`src/rtl/slfrd_pkg.sv`:
```
// Shared constants and types for the sync/length framed receiver and decoder.
// No dependencies.
package slfrd_pkg;

  localparam int unsigned BYTE_W = 8;
  localparam int unsigned LEN_W  = 9;
  localparam int unsigned POS_W  = 5;

  localparam logic [BYTE_W-1:0] SYNC_FIRST  = 8'h55;
  localparam logic [BYTE_W-1:0] SYNC_SECOND = 8'hAA;
  localparam logic [BYTE_W-1:0] FRAME_ID    = 8'h38;
  localparam logic [BYTE_W-1:0] MOD_ANALOG  = 8'h07;
  localparam logic [BYTE_W-1:0] METH_LOW    = 8'h60;
  localparam logic [BYTE_W-1:0] METH_HIGH   = 8'h61;
  localparam logic [BYTE_W-1:0] MOD_MOTOR   = 8'h08;

  localparam logic [LEN_W-1:0] LEN_EXTRA = 9'd8;
  localparam logic [LEN_W-1:0] LEN_RESET = 9'd2;

  // Fixed byte positions within a frame
  localparam logic [POS_W-1:0] POS_SYNC0 = 5'd0;
  localparam logic [POS_W-1:0] POS_SYNC1 = 5'd1;
  localparam logic [POS_W-1:0] POS_ID    = 5'd2;
  localparam logic [POS_W-1:0] POS_LEN   = 5'd3;
  localparam logic [POS_W-1:0] POS_MOD   = 5'd4;
  localparam logic [POS_W-1:0] POS_METH  = 5'd5;
  localparam logic [POS_W-1:0] POS_DATA  = 5'd7;

  typedef enum logic [1:0] {
    KIND_ANALOG = 2'd0,
    KIND_MOTOR  = 2'd1,
    KIND_OTHER  = 2'd2
  } kind_e;

endpackage

```
`src/rtl/slfrd_store.sv`:
```
// Frame byte store: one write port, one registered read port.
// Per-entry valid bits make unwritten entries read as zero after reset.
// Depends on slfrd_pkg.
module slfrd_store import slfrd_pkg::*; #(
  parameter int unsigned DEPTH = 128,
  parameter int unsigned AW    = $clog2(DEPTH)
) (
  input  logic              clk_i,
  input  logic              rst_ni,
  input  logic              wr_en_i,
  input  logic [AW-1:0]     wr_addr_i,
  input  logic [BYTE_W-1:0] wr_data_i,
  input  logic [AW-1:0]     rd_addr_i,
  output logic [BYTE_W-1:0] rd_data_o
);

  logic [BYTE_W-1:0] mem_q [DEPTH];
  logic [DEPTH-1:0]  vld_q;
  logic [BYTE_W-1:0] rd_data_q;

  always_ff @(posedge clk_i or negedge rst_ni) begin
    if (!rst_ni) begin
      vld_q <= '0;
    end else if (wr_en_i) begin
      vld_q[wr_addr_i] <= 1'b1;
    end
  end

  always_ff @(posedge clk_i) begin
    if (wr_en_i) begin
      mem_q[wr_addr_i] <= wr_data_i;
    end
    rd_data_q <= vld_q[rd_addr_i] ? mem_q[rd_addr_i] : '0;
  end

  assign rd_data_o = rd_data_q;

endmodule

```
`src/rtl/sync_length_frame_receiver_decoder_top.sv`:
```
// Sync/length framed packet receiver and decoder, top level.
// An ordinary byte is accepted without a stall; a sync pair's second byte stalls input for
// the fixed-slot sync byte writes. A completing byte holds input for the decode: header reads,
// a read and a capture per data byte, and an emit per result, which waits on output stall.
// The single-port store read sets the decode time. Reset is asynchronous; control clears
// at once and the store reads zero through per-entry valid bits, no clearing pass.
// Depends on slfrd_pkg, slfrd_store.
module sync_length_frame_receiver_decoder_top import slfrd_pkg::*; #(
  parameter int unsigned BUFFER_BYTES = 128
) (
  input  logic               clk_i,
  input  logic               rst_ni,
  input  logic               in_valid_i,
  output logic               in_stall_o,
  input  logic [7:0]         rx_byte_i,
  output logic               out_valid_o,
  input  logic               out_stall_i,
  output logic [1:0]         kind_o,
  output logic [3:0]         item_index_o,
  output logic [15:0]        analog_value_o,
  output logic signed [31:0] motor_position_o,
  output logic signed [15:0] motor_current_o,
  output logic               last_o
);

  localparam int unsigned AW    = $clog2(BUFFER_BYTES);
  localparam int unsigned WIW   = $clog2(BUFFER_BYTES + 1);
  localparam int unsigned ACC_W = 6 * BYTE_W;

  localparam logic [3:0] S_IDLE  = 4'd0;
  localparam logic [3:0] S_SYNC0 = 4'd1;
  localparam logic [3:0] S_SYNC1 = 4'd2;
  localparam logic [3:0] S_HID   = 4'd3;
  localparam logic [3:0] S_HMOD  = 4'd4;
  localparam logic [3:0] S_HMET  = 4'd5;
  localparam logic [3:0] S_HDEC  = 4'd6;
  localparam logic [3:0] S_RD    = 4'd7;
  localparam logic [3:0] S_CAP   = 4'd8;
  localparam logic [3:0] S_EMIT  = 4'd9;

  localparam logic [2:0] ANALOG_LAST_BYTE = 3'd1;
  localparam logic [2:0] MOTOR_LAST_BYTE  = 3'd5;
  localparam logic [2:0] ANALOG_LAST_ITEM = 3'd7;
  localparam logic [2:0] MOTOR_LAST_ITEM  = 3'd3;

  logic [3:0]        state_q, state_d;
  logic [BYTE_W-1:0] prev_q, prev_d;
  logic              in_frame_q, in_frame_d;
  logic [WIW-1:0]    wi_q, wi_d;
  logic [LEN_W-1:0]  len_q, len_d;

  logic              id_ok_q, id_ok_d;
  logic [BYTE_W-1:0] mod_q, mod_d;
  kind_e             mode_q, mode_d;
  logic              base_q, base_d;
  logic [POS_W-1:0]  rp_q, rp_d;
  logic [2:0]        bcnt_q, bcnt_d;
  logic [2:0]        item_q, item_d;
  logic [ACC_W-1:0]  acc_q, acc_d;

  logic              out_valid_q, out_valid_d;
  kind_e             out_kind_q, out_kind_d;
  logic [3:0]        out_idx_q, out_idx_d;
  logic [15:0]       out_aval_q, out_aval_d;
  logic [31:0]       out_pos_q, out_pos_d;
  logic [15:0]       out_cur_q, out_cur_d;
  logic              out_last_q, out_last_d;

  logic              wr_en;
  logic [AW-1:0]     wr_addr;
  logic [BYTE_W-1:0] wr_data;
  logic [AW-1:0]     rd_addr;
  logic [BYTE_W-1:0] rd_data;

  logic              in_acc, out_free, in_room, sync_hit;
  logic [WIW-1:0]    wi_inc;
  logic [2:0]        last_byte, last_item;

  assign in_stall_o = (state_q != S_IDLE);
  assign in_acc     = in_valid_i && !in_stall_o;
  assign out_free   = !out_valid_q || !out_stall_i;
  assign in_room    = (wi_q < WIW'(BUFFER_BYTES));
  assign sync_hit   = (prev_q == SYNC_FIRST) && (rx_byte_i == SYNC_SECOND) && !in_frame_q;
  assign wi_inc     = wi_q + WIW'(1);
  assign last_byte  = (mode_q == KIND_MOTOR) ? MOTOR_LAST_BYTE : ANALOG_LAST_BYTE;
  assign last_item  = (mode_q == KIND_MOTOR) ? MOTOR_LAST_ITEM : ANALOG_LAST_ITEM;

  // Store write port: shadow write of accepted bytes with room, sync bytes after a pair
  always_comb begin
    wr_en   = 1'b0;
    wr_addr = wi_q[AW-1:0];
    wr_data = rx_byte_i;
    case (state_q)
      S_IDLE: begin
        wr_en = in_acc && in_room;
      end
      S_SYNC0: begin
        wr_en   = 1'b1;
        wr_addr = AW'(POS_SYNC0);
        wr_data = SYNC_FIRST;
      end
      S_SYNC1: begin
        wr_en   = 1'b1;
        wr_addr = AW'(POS_SYNC1);
        wr_data = SYNC_SECOND;
      end
      default: begin
        wr_en = 1'b0;
      end
    endcase
  end

  always_comb begin
    case (state_q)
      S_HID:   rd_addr = AW'(POS_ID);
      S_HMOD:  rd_addr = AW'(POS_MOD);
      S_HMET:  rd_addr = AW'(POS_METH);
      default: rd_addr = AW'(rp_q);
    endcase
  end

  slfrd_store #(
    .DEPTH (BUFFER_BYTES)
  ) u_store (
    .clk_i     (clk_i),
    .rst_ni    (rst_ni),
    .wr_en_i   (wr_en),
    .wr_addr_i (wr_addr),
    .wr_data_i (wr_data),
    .rd_addr_i (rd_addr),
    .rd_data_o (rd_data)
  );

  always_comb begin
    state_d     = state_q;
    prev_d      = prev_q;
    in_frame_d  = in_frame_q;
    wi_d        = wi_q;
    len_d       = len_q;
    id_ok_d     = id_ok_q;
    mod_d       = mod_q;
    mode_d      = mode_q;
    base_d      = base_q;
    rp_d        = rp_q;
    bcnt_d      = bcnt_q;
    item_d      = item_q;
    acc_d       = acc_q;
    out_valid_d = out_valid_q && out_stall_i;
    out_kind_d  = out_kind_q;
    out_idx_d   = out_idx_q;
    out_aval_d  = out_aval_q;
    out_pos_d   = out_pos_q;
    out_cur_d   = out_cur_q;
    out_last_d  = out_last_q;

    case (state_q)
      S_IDLE: begin
        if (in_acc) begin
          if (sync_hit) begin
            in_frame_d = 1'b1;
            wi_d       = WIW'(POS_ID);
            prev_d     = '0;
            state_d    = S_SYNC0;
          end else if (in_frame_q) begin
            if (wi_q == WIW'(POS_LEN)) begin
              len_d = LEN_W'(rx_byte_i) + LEN_EXTRA;
            end
            wi_d = wi_inc;
            if (LEN_W'(wi_inc) == ((wi_q == WIW'(POS_LEN)) ?
                                   (LEN_W'(rx_byte_i) + LEN_EXTRA) : len_q)) begin
              in_frame_d = 1'b0;
              state_d    = S_HID;
            end
            if (wi_inc >= WIW'(BUFFER_BYTES)) begin
              in_frame_d = 1'b0;
            end
          end else begin
            prev_d = rx_byte_i;
          end
        end
      end
      S_SYNC0: state_d = S_SYNC1;
      S_SYNC1: state_d = S_IDLE;
      S_HID:   state_d = S_HMOD;
      S_HMOD: begin
        id_ok_d = (rd_data == FRAME_ID);
        state_d = S_HMET;
      end
      S_HMET: begin
        mod_d   = rd_data;
        state_d = S_HDEC;
      end
      S_HDEC: begin
        rp_d   = POS_DATA;
        bcnt_d = '0;
        item_d = '0;
        base_d = (rd_data == METH_HIGH);
        if (id_ok_q && mod_q == MOD_ANALOG &&
            (rd_data == METH_LOW || rd_data == METH_HIGH)) begin
          mode_d  = KIND_ANALOG;
          state_d = S_RD;
        end else if (id_ok_q && mod_q == MOD_MOTOR) begin
          mode_d  = KIND_MOTOR;
          state_d = S_RD;
        end else begin
          mode_d  = KIND_OTHER;
          state_d = S_EMIT;
        end
      end
      S_RD: state_d = S_CAP;
      S_CAP: begin
        acc_d = {acc_q[ACC_W-BYTE_W-1:0], rd_data};
        rp_d  = rp_q + POS_W'(1);
        if (bcnt_q == last_byte) begin
          bcnt_d  = '0;
          state_d = S_EMIT;
        end else begin
          bcnt_d  = bcnt_q + 3'd1;
          state_d = S_RD;
        end
      end
      S_EMIT: begin
        if (out_free) begin
          out_valid_d = 1'b1;
          out_kind_d  = mode_q;
          out_idx_d   = '0;
          out_aval_d  = '0;
          out_pos_d   = '0;
          out_cur_d   = '0;
          out_last_d  = 1'b1;
          case (mode_q)
            KIND_ANALOG: begin
              out_idx_d  = {base_q, item_q};
              out_aval_d = acc_q[15:0];
              out_last_d = (item_q == last_item);
            end
            KIND_MOTOR: begin
              out_idx_d  = {1'b0, item_q};
              out_pos_d  = acc_q[47:16];
              out_cur_d  = acc_q[15:0];
              out_last_d = (item_q == last_item);
            end
            default: begin
              out_last_d = 1'b1;
            end
          endcase
          if (mode_q == KIND_OTHER || item_q == last_item) begin
            state_d = S_IDLE;
          end else begin
            item_d  = item_q + 3'd1;
            state_d = S_RD;
          end
        end
      end
      default: state_d = S_IDLE;
    endcase
  end

  always_ff @(posedge clk_i or negedge rst_ni) begin
    if (!rst_ni) begin
      state_q     <= S_IDLE;
      prev_q      <= '0;
      in_frame_q  <= 1'b0;
      wi_q        <= '0;
      len_q       <= LEN_RESET;
      mode_q      <= KIND_OTHER;
      rp_q        <= '0;
      bcnt_q      <= '0;
      item_q      <= '0;
      out_valid_q <= 1'b0;
    end else begin
      state_q     <= state_d;
      prev_q      <= prev_d;
      in_frame_q  <= in_frame_d;
      wi_q        <= wi_d;
      len_q       <= len_d;
      mode_q      <= mode_d;
      rp_q        <= rp_d;
      bcnt_q      <= bcnt_d;
      item_q      <= item_d;
      out_valid_q <= out_valid_d;
    end
  end

  always_ff @(posedge clk_i) begin
    id_ok_q    <= id_ok_d;
    mod_q      <= mod_d;
    base_q     <= base_d;
    acc_q      <= acc_d;
    out_kind_q <= out_kind_d;
    out_idx_q  <= out_idx_d;
    out_aval_q <= out_aval_d;
    out_pos_q  <= out_pos_d;
    out_cur_q  <= out_cur_d;
    out_last_q <= out_last_d;
  end

  assign out_valid_o      = out_valid_q;
  assign kind_o           = out_kind_q;
  assign item_index_o     = out_idx_q;
  assign analog_value_o   = out_aval_q;
  assign motor_position_o = out_pos_q;
  assign motor_current_o  = out_cur_q;
  assign last_o           = out_last_q;

endmodule

```
`config.mk`:
```
export PLATFORM = sky130hd
export DESIGN_NAME = sync_length_frame_receiver_decoder_top
export DESIGN_NICKNAME = d
export VERILOG_FILES = /design/src/rtl/slfrd_pkg.sv /design/src/rtl/slfrd_store.sv /design/src/rtl/sync_length_frame_receiver_decoder_top.sv
export SDC_FILE = /design/constraint.sdc
export NUM_CORES = 1
export LEC_CHECK = 0
export BUFFER_PORTS_ARGS = -buffer_cell sky130_fd_sc_hd__buf_2
export CAP_MARGIN = 20
export CORE_MARGIN = 4
export CORE_UTILIZATION = 35
export DETAILED_ROUTE_END_ITERATION = 6
export SKIP_LAST_GASP = 1
export SLEW_MARGIN = 25
export SYNTH_ARGS = -nofsm -noshare
export SYNTH_HDL_FRONTEND = slang
export SYNTH_SLANG_ARGS = --single-unit
```
`constraint.sdc`:
```
create_clock -name clk_i -period 13.1 [get_ports clk_i]
set_input_delay 1.965 -clock clk_i [delete_from_list [all_inputs] [get_ports clk_i]]
set_output_delay 1.965 -clock clk_i [all_outputs]
set_load 0.005 [all_outputs]
```
==> results of run 1 <==
-- layer usage --
| layer | up-vias | GRT usage, % |
|---|---|---|
| li1 | 5216 | - |
| met4 | 2 | 5.98 |
| met2 | 456 | 25.4 |
| met5 | - | 0 |
| met3 | 108 | 3.64 |
| met1 | 5722 | 21.7 |
-- cell families (layout without fill, tap and decap cells) --
family / count (synthesis) / count (layout) / share of synthesized area (%)
AOI/OAI and AO/OA: 183 / 183 / 6.94
xor gates and xnor gates: 20 / 20 / 1.07
adders and majority gates: 7 / 7 / 0.463
buffers and inverters: 75 / 198 / 2.04
DFF: 469 / 469 / 72.1
muxes: 50 / 50 / 2.98
other: 0 / 1 / 0
and+or+nand+nor: 559 / 559 / 14.4
-- flip-flops by register name, summed over array words and instances, names as in the netlist, 2 cells and up --
register and cells:
analog_value_o 16, acc_q 48, u_store.mem_q 256, bcnt_q 3, mod_q 8, rp_q 5
item_index_o 4, state_q 4, mode_q 2, motor_position_o 32, len_q 9, kind_o 2
prev_q 8, u_store.rd_data_o 8, u_store.vld_q 32, motor_current_o 16, item_q 3, wi_q 8
-- through the flow --
step / utilization (%) / power, mW / cell area (sq um) / instances
floorplan: - / 2.88 / 18900 / 1363
global placement: 37.7 / 3.33 / 20000 / 2084
detailed placement: 37.7 / 3.35 / 20000 / 2084
CTS: 40.6 / 4.69 / 21500 / 2174
global route: 40.6 / 4.87 / 21500 / 2174
finish: 40.6 / 4.67 / 21500 / 2175
-- synth_stat cells, types with 5 or more instances --
master     count
nand4_1       19
o21ai_0       33
and3_1        11
a211oi_1       6
dfxtp_1        8
nor2b_1       10
a32oi_1       12
nor2_1        62
o21ai_1        5
buf_6          7
a31oi_1       26
ha_1           7
nor3_1        12
nand3_1       55
clkbuf_1      33
xor2_1         8
o22ai_1        5
or2_2         32
o211ai_1       9
edfxtp_1     385
o22a_1         5
dfrtp_1       74
a22oi_1        6
nor4_1         5
mux2i_1       36
a21oi_1       26
a211oi_2       7
buf_4          5
mux2_2         9
buf_2         17
xnor2_1       10
inv_1          9
nand2_1      253
a2111oi_0      9
and2_1        70
-- where the power goes --
group,switching [mW],internal (mW)
Sequential,0.114,1.89
Combinational,0.940,0.393
Clock,0.573,0.764
Total,1.63,3.05
-- final cells by class --
class	count	area [sq um]
fillers	4940	31500
flip-flops and latches	469	13600
multi-input cells	819	4920
clock buffers	67	1310
well taps	688	861
repair buffers	99	536
clock inverters	23	223
inverters	9	33.8
diodes	1	2.50
-- worst paths after layout --
kind / slack [ns] / to / cells after the start / start
worst min-delay path: 0.44 / acc_q[44]$_DFFE_PP_ / 0 / acc_q[36]$_DFFE_PP_
min in group asynchronous: 1.36 / u_store.vld_q[24]$_DFFE_PN0P_ / 1 / rst_ni
worst max-delay path: 9.00 / u_store.rd_data_o[3]$_SDFF_PN0_ / 6 / state_q[1]$_DFFE_PN0P_
max in group asynchronous: 10.71 / rp_q[4]$_DFFE_PN0P_ / 2 / rst_ni
worst min register to register: 0.44 / acc_q[44]$_DFFE_PP_ / 0 / acc_q[36]$_DFFE_PP_
worst max register to register: 9.00 / u_store.rd_data_o[3]$_SDFF_PN0_ / 6 / state_q[1]$_DFFE_PN0P_
==> metrics.md, run 1 <==
| Metric | Value |
|---|---|
| Post-CTS Setup Bufs | `0` |
| Mapped Nets | `1382` |
| Resize count post-CTS | `0` |
| Congestion Overflow GR | `0` |
| Latest clock arrival within the worst-skew pair | `0.59 ns` |
| Area share of the leading cell type in the synthesized netlist | `61.2%` |
| Final ANT Viol Nets | `0` |
| Critical Path RT | `13.61 ns` |
| Worst vdd ir | `0.000205 V` |
| Die area | `57800 sq um` |
| Met1 wire length | `20200 um` |
| Max Clock Freq | `0.244 GHz` |
| Slew headroom | `30.5%` |
| Slew Viols, Final | `0` |
| Post-Syn Area | `18900 sq um` |
| WS Path Type | `reg2reg` |
| Post-Syn Instances | `1363` |
| Slowest stage delay, CP | `0.84 ns` |
| WP buf/inv | `1` |
| DRC violations left | `0` |
| Global-route wire length before repair | `70100 um` |
| Unrepaired setup endpoints after global routing | `no` |
| Final worst slack | `9.00 ns` |
| Total Wirelength | `46800 um` |
| Via/cell ratio | `5.29` |
| Ys async rst share | `16.2%` |
| Final period utilization | `31.3%` |
| Min-Delay Path Class | `reg2reg` |
| Syn-to-layout area delta | `13.9%` |
| Arrival @ worst endpoint | `4.61 ns` |
| Clock sink count | `469` |
| Vias post-DR | `11.5k` |
| Worst-Margin Slew | `1.04 ns` |
| Wire length on met3 | `3350 um` |
| Core area | `53000 sq um` |
| Routed wl met2 | `21600 um` |
| Max-cap violations | `0` |
| Top Metal Used | `met5` |
| Die X | `240 um` |
| Seq/Total Area, Yosys | `72.1%` |
| Setup TNS | `0 ns` |
| Area leader, netlist | `edfxtp_1` |
| Synth warnings | `0` |
| TritonCTS clock tree | `done` |
| Detailed Place HPWL | `29400 um` |
| Place WS | `8.43 ns` |
| Main synth FF type | `edfxtp_1` |
| Most frequent cells in the layout | `385 x edfxtp_1, 247 x nand2_1, 83 x buf_2` |
| DR WL/cell | `21.5 um` |
| Drt first-iter violations | `1206` |
| Mean post-synth cell area | `13.9 sq um` |
| Commonest non-fill, non-tap cell in the layout | `edfxtp_1` |
| Yosys cell types | `79` |
| EDFF count, synth | `385` |
| Leak Pwr | `7.52 nW` |
| Critical Path Fanout Max | `83` |
| Largest net degree at the start of global routing | `93` |
| # hold bufs at CTS | `0` |
| Synth Register Bits | `469` |
| Worst-path cell chain | `nor4bb_4, a2111o_2, buf_4, a2111oi_0, or4_1, a211oi_2` |
| Final hold vios | `0` |
| CTS Buf Count | `48` |
| Outcome | `finished, final reports clean` |
| PD cells | `217 nW/um^2` |
| Initial core utilization | `35.7%` |
| Area contributors post-synth | `edfxtp_1 61%, dfrtp_1 9.8%, nand2_1 5.0%, and2_1 2.3%, mux2i_1 1.9%` |
| Final setup vio count | `0` |
| DRT Pass-1 Iters | `5` |
| Vias in the first global route | `11.3k` |
| Root buffer cell | `clkbuf_16` |
| FP Rows | `84` |
| Die Y | `240 um` |
| Top Ports | `85` |
| All-Layer GR Usage | `16.0%` |
| Family with the most delay on the worst path | `simple AND/OR/NAND/NOR gates` |
| WHS | `0.436 ns` |
| Maximum clock path buffer count | `3` |
| Initial antenna violation count | `2` |
| Minimum clock period | `4.10 ns` |
| Max H-tree Level | `2` |
| Layout cells sized above 1 | `16.7%` |
| Final nets | `1465` |
| I/O Buffers | `84` |
| Critical Path End Type | `register` |
| Crit path max-delay cell type | `buf_4` |
| Worst-path clk slew | `0.06 ns` |
| Routability cong. | `0.835` |
| Clock skew | `0.0239 ns` |
| CP startpoint kind | `register` |
No activity file was read; power rests on OpenSTA's default activity.
==> run 2, diff against run 1 <==
ABC_AREA = 1   (was default)
clock period = 3.7 ns   (was 13.1 ns; I/O delays follow)
==> metrics.md, run 2 <==
| Metric | Value |
|---|---|
| Congestion Overflow GR | `0 (unchanged)` |
| Final non-filler cell total | `2869 (+32%)` |
| CTS Buf Count | `48 (unchanged)` |
| Via/cell ratio | `4.79 (-9.4%)` |
| Dpl cells | `2781 (+33%)` |
| Slew Viols, Final | `0 (unchanged)` |
| Root buffer cell | `clkbuf_16` |
| Area share of the leading cell type in the synthesized netlist | `57.4% (-3.8 points)` |
| Final nets | `2094 (+43%)` |
| Initial antenna violation count | `0 (-2)` |
| Leak Pwr | `10.2 nW (+35%)` |
| # fillers | `5360 (+8.5%)` |
| Post-Syn Area | `20100 sq um (+6.6%)` |
| Critical Path End Type | `register` |
| Initial core utilization | `35.5% (-0.16 points)` |
| Part of the power in registers | `49.5% (+6.6 points)` |
| Top Ports | `85 (unchanged)` |
| Final period utilization | `91.3% (+60 points)` |
| Latest clock arrival within the worst-skew pair | `0.59 ns (about the same)` |
| Area leader, netlist | `edfxtp_1` |
| Critical Path Fanout Max | `8 (-90%)` |
| Clk network pwr share | `40.2% (+12 points)` |
| Sw Ratio | `25.4% (-9.4 points)` |
| Synth top cells by count | `413 x nand2_1, 388 x inv_1, 385 x edfxtp_1, 295 x nand3_1, 147 x nor2_1` |
| I/O Buffers | `84 (unchanged)` |
| Max reg flops | `256 (unchanged)` |
| Reg-to-reg startpoint | `state_q[2]$_DFFE_PN0P_` |
| Max H-tree Level | `2 (unchanged)` |
| Reg2reg setup slack | `0.32 ns (-8.67 ns)` |
| # diodes | `0 (-1)` |
| Slew headroom | `37.5% (+7.0 points)` |
| EDFF count, synth | `385 (unchanged)` |
| Resize count post-CTS | `0 (unchanged)` |
| Layout cells sized above 1 | `11.5% (-5.2 points)` |
| # hold bufs at CTS | `0 (unchanged)` |
| TritonCTS clock tree | `done` |
| Biggest register | `u_store.mem_q` |
| Max-cap violations | `0 (unchanged)` |
| Reg2reg end | `u_store.mem_q[0][2]$_DFFE_PP_` |
| Mapped Nets | `1991 (+44%)` |
| FP Rows | `87 (+3.6%)` |
| Outcome | `finished, final reports clean` |
| WS Path Type | `reg2reg` |
| Commonest non-fill, non-tap cell in the layout | `nand2_1` |
| Synth warnings | `0 (unchanged)` |
| Comb power frac | `10.4% (-18 points)` |
| Die area | `61400 sq um (+6.4%)` |
| Synth Register Bits | `469 (unchanged)` |
| Min-Delay Path Class | `in2async` |
| Clock skew | `0.0359 ns (+0.0120 ns)` |
| Die X | `248 um (+3.1%)` |
| Unrepaired setup endpoints after global routing | `no` |
| PD cells | `532 nW/um^2 (+150%)` |
| Pint | `9.23 mW (+200%)` |
| Routability cong. | `0.922 (+10%)` |
| Drt first-iter violations | `1223 (+1.4%)` |
| Final hold vios | `0 (unchanged)` |
| Biggest regs | `u_store.mem_q: 256 flops, acc_q: 48 flops` |
| Maximum clock path buffer count | `3 (unchanged)` |
| Total Wirelength | `47500 um (+1.6%)` |
| Worst-path clk slew | `0.07 ns (about the same)` |
| Detailed Place HPWL | `30700 um (+4.6%)` |
| Vias in the first global route | `13.1k (+16%)` |
| Area contributors post-synth | `edfxtp_1 57%, dfrtp_1 9.2%, nand2_1 7.7%, nand3_1 7.3%, inv_1 7.2%` |
| Post-CTS Setup Bufs | `0 (unchanged)` |
| Global-route wire length before repair | `74100 um (+5.7%)` |
| Vias post-DR | `13.7k (+19%)` |
| Mean post-synth cell area | `10.2 sq um (-26%)` |
| DRT Pass-1 Iters | `6 (+1)` |
| Most frequent cells in the layout | `413 x nand2_1, 388 x inv_1, 385 x edfxtp_1` |
| Count leader, synth | `nand2_1` |
| Net Sw Power | `3.14 mW (+93%)` |
| Largest net degree at the start of global routing | `120 (+29%)` |
| Syn-to-layout area delta | `15.4%` |
| Arrival @ worst endpoint | `3.58 ns (-1.03 ns)` |
| All-Layer GR Usage | `15.5% (-0.56 points)` |
| Critical Path RT | `3.90 ns (-9.71 ns)` |
| CP startpoint kind | `register` |
| Final ANT Viol Nets | `0 (unchanged)` |
| Core area | `56700 sq um (+7.1%)` |
| DR WL/cell | `16.6 um (-23%)` |
| DRC violations left | `0 (unchanged)` |
| Die Y | `248 um (+3.1%)` |
| Final setup vio count | `0 (unchanged)` |
| Worst vdd ir | `0.000397 V (+94%)` |
| Worst-Margin Slew | `0.934 ns (-0.104 ns)` |
| Setup TNS | `0 ns (unchanged)` |
| Yosys cell types | `37 (-53%)` |
| Clock sink count | `469 (unchanged)` |
| Ys async rst share | `16.2% (unchanged)` |
| Main synth FF type | `edfxtp_1` |
| R2R cell count | `7 (+1)` |
| Max Clock Freq | `0.296 GHz (+22%)` |
| Minimum clock period | `3.38 ns (-0.727 ns)` |
| Seq/Total Area, Yosys | `67.7% (-4.5 points)` |
| Post-Syn Instances | `1972 (+45%)` |
-- run 2: changes by cell type in the layout (fill, tap and decap cells not counted), moves of 12 or more --
| cell | previous run | this run |
|---|---|---|
| nor2_1 | 60 | 147 |
| inv_1 | 8 | 388 |
| nand2_1 | 247 | 413 |
| a32oi_1 | 12 | 0 |
| nand4_1 | 19 | 36 |
| or2_2 | 32 | 2 |
| mux2i_1 | 36 | 0 |
| o21ai_0 | 33 | 61 |
| nand3_1 | 55 | 295 |
| a21oi_1 | 25 | 10 |
| a31oi_1 | 26 | 0 |
| and2_1 | 70 | 1 |
| buf_4 | 16 | 37 |
-- run 2: routing by layer --
metal	global-route usage [%]	share of wire, %	up-vias
met2	25.5	47	444
met5	0	0	-
met4	4.66	2.5	0
met1	21.1	44	6587
met3	2.56	6.9	72
li1	-	-	6640
-- run 2: worst max-delay path by stage --
stage	start	endpoint	cells after the start
floorplan	state_q[0]$_DFFE_PN0P_	bcnt_q[2]$_DFFE_PN0P_	6
global placement	state_q[2]$_DFFE_PN0P_	u_store.mem_q[8][3]$_DFFE_PP_	7
detailed placement	state_q[2]$_DFFE_PN0P_	u_store.mem_q[0][6]$_DFFE_PP_	7
CTS	state_q[2]$_DFFE_PN0P_	u_store.mem_q[0][1]$_DFFE_PP_	7
global route	state_q[2]$_DFFE_PN0P_	u_store.mem_q[0][1]$_DFFE_PP_	7
finish	state_q[2]$_DFFE_PN0P_	u_store.mem_q[0][2]$_DFFE_PP_	7
-- run 2: cell type report --
type / count / area [sq um] / area share (%)
clock buffer: 54 / 1230 / 5.31
timing repair buffer: 126 / 805 / 3.46
inverter: 398 / 1490 / 6.43
clock inverter: 34 / 390 / 1.68
multi-input combinational: 1032 / 4750 / 20.4
tap: 756 / 946 / 4.07
sequential: 469 / 13600 / 58.6
-- run 2: logic make-up after synthesis --
family	after synthesis	share of synthesized area [%]
buffers and inverters	471	9.17
AND/OR/NAND/NOR	918	19.8
flip-flops	469	67.7
adder cells (fa/ha/maj)	7	0.435
AO/OA/AOI/OAI	104	2.81
XOR/XNOR	3	0.130
-- run 2: worst max-delay path, stage by stage, from the launching register on --
cell     delay, ns
dfrtp_1       0.46
nor2_1        0.21
inv_1         0.09
nor2_1        0.52
inv_1         0.30
a21oi_1       0.36
nand2_1       0.40
nor2_1        0.65
-- run 2: power groups by stage --
stage	logic (mW)	registers, mW	clock network (mW)
finish	1.29	6.12	4.97
global route	1.46	6.14	5.31
CTS	1.29	6.12	5.09
detailed placement	1.28	6.23	0
global placement	1.27	6.22	0
floorplan	0.829	6.18	0
-- run 2: per-stage QoR --
step	hold WS (ns)	power (mW)	instance area, sq um	utilization [%]	setup slack, ns
floorplan	0.259	7.01	20100	-	0.333
global placement	0.429	7.49	21600	38.1	0.576
detailed placement	0.432	7.51	21600	38.1	0.368
CTS	0.158	12.5	23200	41.0	0.341
global route	0.0659	12.9	23200	41.0	0.0451
finish	0.0203	12.4	23200	41.0	0.323
